--- src/sv/assert_macros.svh ---
// assertion macros used by the top level rtl file
`ifndef ASSERT_MACROS_SVH
`define ASSERT_MACROS_SVH

// property checked on every rising edge of clk, off while in reset
`define KWG_ASSERT(lbl, prop, msg) \
	lbl: assert property (@(posedge clk) disable iff (!arst_n) (prop)) else $error(msg);

// condition that must never be seen on a rising edge of clk
`define KWG_ASSERT_NEVER(lbl, cond, msg) \
	`KWG_ASSERT(lbl, !(cond), msg)

`endif

--- src/sv/kwg_pkg.sv ---
// types, constants and table functions of the keypad waveform generator
`timescale 1ns / 1ps
`default_nettype none

package kwg_pkg;

	localparam int unsigned TABLE_DEPTH = 2640;
	localparam int unsigned BASE_PERIOD = 400000;

	localparam int IDX_W   = $clog2(TABLE_DEPTH);
	localparam int PER_W   = $clog2(BASE_PERIOD + 1);
	localparam int LEVEL_W = 12;
	localparam int WAVE_W  = 2;
	localparam int KEY_W   = 4;
	localparam int STEP_W  = 3;
	localparam int DUTY_W  = 4;
	localparam int TPS_W   = 16;
	localparam int CFG_W   = 16;
	localparam int CFG_IDX_W = 1;

	// divide by ten as multiply by reciprocal, exact for products below 2^23
	localparam int PD_W        = PER_W + DUTY_W;
	localparam int RECIP_SHIFT = 26;
	localparam int unsigned RECIP_DIV10 = ((2 ** RECIP_SHIFT) + 9) / 10;
	localparam int RECIP_W     = $clog2(RECIP_DIV10 + 1);
	localparam int PROD_W      = PD_W + RECIP_W;

	// wave codes
	localparam logic [WAVE_W-1:0] WAVE_SINE   = 2'd0;
	localparam logic [WAVE_W-1:0] WAVE_TRI    = 2'd1;
	localparam logic [WAVE_W-1:0] WAVE_SAW    = 2'd2;
	localparam logic [WAVE_W-1:0] WAVE_SQUARE = 2'd3;

	// item kinds
	localparam logic CMD_TICK = 1'b0;
	localparam logic CMD_KEY  = 1'b1;

	// key codes
	localparam logic [KEY_W-1:0] KEY_STEP_LO = 4'd1;
	localparam logic [KEY_W-1:0] KEY_STEP_HI = 4'd5;
	localparam logic [KEY_W-1:0] KEY_SINE    = 4'd6;
	localparam logic [KEY_W-1:0] KEY_SQUARE  = 4'd9;
	localparam logic [KEY_W-1:0] KEY_STAR    = 4'd10;
	localparam logic [KEY_W-1:0] KEY_POUND   = 4'd11;
	localparam logic [KEY_W-1:0] KEY_ZERO    = 4'd12;

	// configuration register indexes
	localparam logic [CFG_IDX_W-1:0] CFG_TPS  = 1'd0;
	localparam logic [CFG_IDX_W-1:0] CFG_HIGH = 1'd1;

	// reset values
	localparam logic [TPS_W-1:0]   TPS_RST  = 16'd152;
	localparam logic [LEVEL_W-1:0] HIGH_RST = 12'd3000;
	localparam logic [STEP_W-1:0]  STEP_RST = 3'd1;
	localparam logic [DUTY_W-1:0]  DUTY_RST = 4'd5;
	localparam logic [DUTY_W-1:0]  DUTY_MIN = 4'd1;
	localparam logic [DUTY_W-1:0]  DUTY_MAX = 4'd9;
	localparam logic [PER_W-1:0]   SQ_PERIOD_RST  = PER_W'(BASE_PERIOD);
	localparam logic [PER_W-1:0]   SQ_COMPARE_RST = PER_W'(BASE_PERIOD * 5 / 10);

	// table arithmetic
	localparam logic [63:0] Q30_ONE     = 64'd1073741824;
	localparam logic [63:0] PI_Q30      = 64'd3373259426;
	localparam logic [63:0] HALF_PI_Q30 = 64'd1686629713;
	localparam logic [63:0] SINE_MID    = 64'd1475;
	localparam logic [63:0] LEVEL_MAX   = 64'd4095;
	localparam logic [31:0] SLOPE_Q16   = 32'd74558;
	localparam logic [31:0] TRI_TOP_Q16 = 32'(6000 * 65536);

	typedef struct packed {
		logic             cmd;
		logic [KEY_W-1:0] key;
	} evt_t;

	typedef struct packed {
		logic [LEVEL_W-1:0] level;
		logic [WAVE_W-1:0]  wave;
	} smp_t;

	// controller to datapath
	typedef struct packed {
		logic do_tick;
		logic do_key;
		logic load_sample;
		logic duty_mul;
		logic duty_div;
	} kwg_cmd_t;

	// datapath to controller
	typedef struct packed {
		logic out_room;
		logic sample_due;
		logic key_cmp;
	} kwg_sts_t;

	function automatic logic [LEVEL_W-1:0] sat_level(input logic [63:0] v);
		return (v > LEVEL_MAX) ? LEVEL_W'(LEVEL_MAX) : LEVEL_W'(v);
	endfunction

	// q30 taylor series, products truncated, but the negative half is rounded up
	function automatic logic [LEVEL_W-1:0] sine_level(input int unsigned i);
		logic [63:0] a;
		logic [63:0] x2;
		logic [63:0] t;
		logic [63:0] s;
		logic [63:0] m;
		logic [63:0] d;
		logic        neg;
		a = (64'(i) * (64'd2 * PI_Q30)) / 64'(TABLE_DEPTH);
		neg = 1'b0;
		if (a >= PI_Q30) begin
			a = a - PI_Q30;
			neg = 1'b1;
		end
		if (a > HALF_PI_Q30) a = PI_Q30 - a;
		x2 = (a * a) >> 30;
		t = Q30_ONE;
		t = Q30_ONE - ((x2 * t) >> 30) / 64'd110;
		t = Q30_ONE - ((x2 * t) >> 30) / 64'd72;
		t = Q30_ONE - ((x2 * t) >> 30) / 64'd42;
		t = Q30_ONE - ((x2 * t) >> 30) / 64'd20;
		t = Q30_ONE - ((x2 * t) >> 30) / 64'd6;
		s = (a * t) >> 30;
		m = SINE_MID * s;
		if (!neg) return sat_level(SINE_MID + (m >> 30));
		d = (m + Q30_ONE - 64'd1) >> 30;
		if (d > SINE_MID) d = SINE_MID;
		return LEVEL_W'(SINE_MID - d);
	endfunction

	function automatic logic [LEVEL_W-1:0] saw_level(input logic [IDX_W-1:0] idx);
		logic [31:0] p;
		p = 32'(idx) * SLOPE_Q16;
		return sat_level(64'(p >> 16));
	endfunction

	function automatic logic [LEVEL_W-1:0] tri_level(input logic [IDX_W-1:0] idx);
		logic [31:0] p;
		p = 32'(idx) * (SLOPE_Q16 << 1);
		if (32'(idx) <= 32'(TABLE_DEPTH / 2)) return sat_level(64'(p >> 16));
		if (p >= TRI_TOP_Q16) return '0;
		return sat_level(64'((TRI_TOP_Q16 - p) >> 16));
	endfunction

	function automatic logic [PER_W-1:0] period_of(input logic [STEP_W-1:0] step);
		logic [PER_W-1:0] p;
		case (step)
			3'd2:    p = PER_W'(BASE_PERIOD / 2);
			3'd3:    p = PER_W'(BASE_PERIOD / 3);
			3'd4:    p = PER_W'(BASE_PERIOD / 4);
			3'd5:    p = PER_W'(BASE_PERIOD / 5);
			default: p = PER_W'(BASE_PERIOD);
		endcase
		return p;
	endfunction

endpackage

`default_nettype wire

--- src/sv/kwg_ctrl.sv ---
// controller state machine of the keypad waveform generator
`timescale 1ns / 1ps
`default_nettype none

module kwg_ctrl (
	input  wire logic             clk,
	input  wire logic             arst_n,
	input  wire logic             evt_valid,
	input  wire logic             evt_cmd,
	input  wire kwg_pkg::kwg_sts_t sts,
	output logic                  evt_stall,
	output kwg_pkg::kwg_cmd_t     ctl
);

	localparam logic [1:0] ST_IDLE   = 2'd0;
	localparam logic [1:0] ST_SAMPLE = 2'd1;
	localparam logic [1:0] ST_MUL    = 2'd2;
	localparam logic [1:0] ST_DIV    = 2'd3;

	logic [1:0] st_q;
	logic [1:0] st_nxt;
	logic       accept;

	assign evt_stall = !((st_q == ST_IDLE) && sts.out_room);
	assign accept    = evt_valid && !evt_stall;

	always_comb begin
		ctl.do_tick     = accept && (evt_cmd == kwg_pkg::CMD_TICK);
		ctl.do_key      = accept && (evt_cmd == kwg_pkg::CMD_KEY);
		ctl.load_sample = (st_q == ST_SAMPLE);
		ctl.duty_mul    = (st_q == ST_MUL);
		ctl.duty_div    = (st_q == ST_DIV);
	end

	always_comb begin
		unique case (st_q)
			ST_IDLE: begin
				priority if (ctl.do_tick && sts.sample_due) st_nxt = ST_SAMPLE;
				else if (ctl.do_key && sts.key_cmp) st_nxt = ST_MUL;
				else st_nxt = ST_IDLE;
			end
			ST_SAMPLE: st_nxt = ST_IDLE;
			ST_MUL:    st_nxt = ST_DIV;
			ST_DIV:    st_nxt = ST_IDLE;
		endcase
	end

	always_ff @(posedge clk or negedge arst_n) begin
		if (!arst_n) begin
			st_q <= ST_IDLE;
		end else begin
			st_q <= st_nxt;
		end
	end

endmodule

`default_nettype wire

--- config.mk ---
export PLATFORM = sky130hd
export DESIGN_NAME = kwg_ctrl
export DESIGN_NICKNAME = d
export VERILOG_FILES = /design/src/sv/assert_macros.svh /design/src/sv/kwg_pkg.sv /design/src/sv/kwg_ctrl.sv
export SDC_FILE = /design/constraint.sdc
export NUM_CORES = 1
export LEC_CHECK = 0
export ABC_AREA = 1
export BUFFER_PORTS_ARGS = -buffer_cell sky130_fd_sc_hd__buf_2
export CORE_AREA = 3 3 40 42
export DETAILED_ROUTE_END_ITERATION = 10
export DIE_AREA = 0 0 43 45
export PLACE_DENSITY = 0.3
export SETUP_SLACK_MARGIN = 0.2
export SLEW_MARGIN = 20
export SYNTH_ARGS = -nofsm -noshare
export SYNTH_HDL_FRONTEND = slang
export SYNTH_SLANG_ARGS = --single-unit
--- constraint.sdc ---
create_clock -name clk -period 1.4 [get_ports clk]
set_input_delay 0.14 -clock clk [delete_from_list [all_inputs] [get_ports clk]]
set_output_delay 0.14 -clock clk [all_outputs]
set_load 0.02 [all_outputs]
# Word-level counts from Yosys, hierarchy flattened
# Cells that the tools add are included.
# totals
reg_bits,2
elab_cells,17
# op_classes
n_eq_ne,3
reduce_logical,9
bitwise_logic,1
n_mux,3
# ops
op,n
logical AND 1 bit,6
case mux 2 bit (3 select lines),1
== test 2 bit (second input constant),2
two-way mux 2 bit,2
== test 2 x 1 -> 1 bit (second input constant),1
zero test 2 bit,1
OR reduction 2 bit,1
zero test 1 bit,1
NOT 1 bit,1

# Logic depth before layout (Yosys ltp)
# depth
depth_word,8
ltp_mapped,3
depth_no_buf,3

# Least setup slack after synthesis
# No wires, ideal clock.
# synth_timing
path_type,flip-flop to flip-flop
from,register st_q[0]
to,register st_q[0]
arrival_ns,0.907
required_ns,1.322
path_slack_ns,0.415
path_stages_with_launch,3
setup_time_ns,0.078
cell_sequence,dfrtp_1 > nor2_1 > o21bai_1
# synth_rtl
item,line_no,source
"start, declared",kwg_ctrl.sv:20,logic [1:0] st_q;
"start signal, assigned",kwg_ctrl.sv:52,st_q <= st_nxt;

==> results.cfg <==
[placement]
placed_cell_area_um2 = 208
port_buffers = 12
place_congestion = 0.610
dp_hpwl_um = 330

[timing]
fin_worst_skew_ns = 0.00323
hold_slack_ns = 0.174
relSlewSlack_pct = 87.9
setup_tns_ns = 0
worst_slew_pin_slew_ns = 0.181
drv_slew = 0
fin_crit_ns = 1.24
setup_viol = 0
fin_crit_sh_pct = 88.5
rsz0062_at_grt = yes
max_freq_ghz = 0.807
hold_viol_final = 0

[die]
die_h_um = 45
initial_utilization_pct = 10.0
die-area_um2 = 1940
fp.dieW_um = 43
core-area_um2 = 1280
rows = 13
io_pins = 13

[critical_path]
critPathArrivalTime_ns = 1.10
cp-start-kind = register
critical_path.max_fanout = 4
cp_slowest_stage_delay_ns = 0.43
critical_path_buf_inv_count = 2
cp.required_ns = 1.26
crit_type = reg2out
end_kind = output pin
path_cells = nor2_4 -> nand4_1 -> inv_1 -> buf_6
cpMaxStageDelayCell = dfrtp_2
crit_family = flip-flops

[clock_tree]
clk_path_buf_depth = 2
cts.sinks = 2
clock_latency_ns = 0.22
cts_tree = yes
htree_levels = 1
cts_buffers = 3
root_buffer = clkbuf_4
clk_pin_slew_ns = 0.03

[cells_and_area]
largest_reg_flops = 2
drive_above_1_share_pct = 55.3
areaGrowthSynthToFinish_pct = 131
regMostFlops = st_q
final_util_pct = 23.2
n_antenna_cell = 0
fillers = 145
seqCellArea_um2 = 52.6
multi_input_area_um2 = 53.8
reg_top3 = st_q: 2 flops
postLayoutCellArea_um2 = 298
fin_nets = 47

[power]
p_leak_nw = 0.183
total_power_uw = 471
powerDensity_nw_per_um2 = 1580
peakVddDrop_mv = 0.507

[route]
drt_first_iter_violations = 1
detail_route.drc_violations = 0
wl_per_cell_um = 8.43
totalWireLength_um = 447
vias = 184
antenna_left = 0
routed_via_density = 3.47
drt_first_pass_iters = 2

[yosys]
synth_seq_area_share_pct = 38.8
syn_area_per_cell_um2 = 6.78
synth_area_leaders = dfrtp_1 (39%), inv_1 (23%), o21bai_1 (12%)
syn_nets = 26
synth.top_cell.area_share_pct = 38.8
yosysTopAreaCell = dfrtp_1
yosysWarningCount = 0
ys_seq_elements = 2
netlist_instances = 19
ys_types = 7
synth_area_um2 = 129

[grt]
overflow = 0
track_usage_pct = 5.83
grt_pass1_wl_um = 738
grt_pass1_vias = 177
grt_max_degree = 5
antenna_found_initial = 0

[job]
drv_cap = 0

[worst_hold_path]
worstHoldPathType = in2reg

[status]
outcome = finished clean
==> power by group <==
| group | internal, mW | switching (mW) | total [mW] |
|---|---|---|---|
| Combinational | 0.125 | 0.112 | 0.238 |
| Clock | 0.0943 | 0.0287 | 0.123 |
| Sequential | 0.0802 | 0.0300 | 0.110 |
| Total | 0.300 | 0.171 | 0.471 |
==> area by class of cell <==
class                           count  area share, %
Timing Repair Buffer               16           40.3
Multi-Input combinational cell      9           18.1
Sequential cell                     2           17.6
Inverter                            8           10.1
Clock buffer                        3           7.56
Tap cell                           15           6.30
==> kinds of logic after synthesis <==
| family | Yosys count | share of synthesized area [%] |
|---|---|---|
| flops | 2 | 38.8 |
| compound gates | 2 | 11.6 |
| simple gates | 7 | 26.2 |
| buf+inv | 8 | 23.3 |
==> what timing repair did <==
action	CTS	global route
pin swaps	1	2
resized for setup	2	10
hold buffers	1	0
setup endpoints to repair	2	5
setup buffers	2	1
hold endpoints to repair	2	0
==> layer usage <==
metal	vias up	wire length [um]	part of all wire, %	global-route usage, %
li1	94	-	-	-
met1	77	190	43	6.02
met2	13	185	41	6.89
met3	0	71	16	5.18
met4	0	0	0	5.42
met5	-	0	0	0
==> final timing paths <==
| check | startpoint | to | slack (ns) | cells after the start |
|---|---|---|---|---|
| min | sts[0] | st_q[1] | 0.17 | 3 |
| min in group asynchronous | arst_n | st_q[0] | 0.26 | 2 |
| max reg2reg | st_q[1] | st_q[0] | 0.35 | 4 |
| max in group asynchronous | arst_n | st_q[1] | 1.04 | 2 |
| min reg2reg | st_q[0] | st_q[1] | 0.63 | 3 |
| max | st_q[1] | ctl[4] | 0.16 | 4 |
==> layout by cell type (no fill, tap or decap) <==
cell,Yosys,layout
nand4_1,2,2
nand2_1,2,2
dlygate4sd3_1,0,1
nor2_4,0,1
nor2_1,2,2
o21bai_1,2,2
inv_1,8,8
clkbuf_4,0,3
dfrtp_2,0,2
buf_2,0,7
buf_6,0,4
buf_4,0,4
==> metrics by stage <==
stage          std cells  setup WS, ns
6_report              53         0.161
5_1_grt               53        0.0637
4_1_cts               52         0.147
3_5_place_dp          46         0.354
3_3_place_gp          46         0.356
2_1_floorplan         19         0.415
==> cells in the mapped netlist, drive strengths merged <==
cell type  count
o21bai         2
nand4          2
nor2           3
nand2          2
dfrtp          2
inv            8
==> worst reg2reg max path: cells and delay by family (launching register included) <==
family	cells	cell delay (ns)
buffers and inverters	1	0.15
AND/OR/NAND/NOR	2	0.25
AO/OA/AOI/OAI	1	0.14
flip-flops	1	0.43
Power figures use the tool's default switching activity.
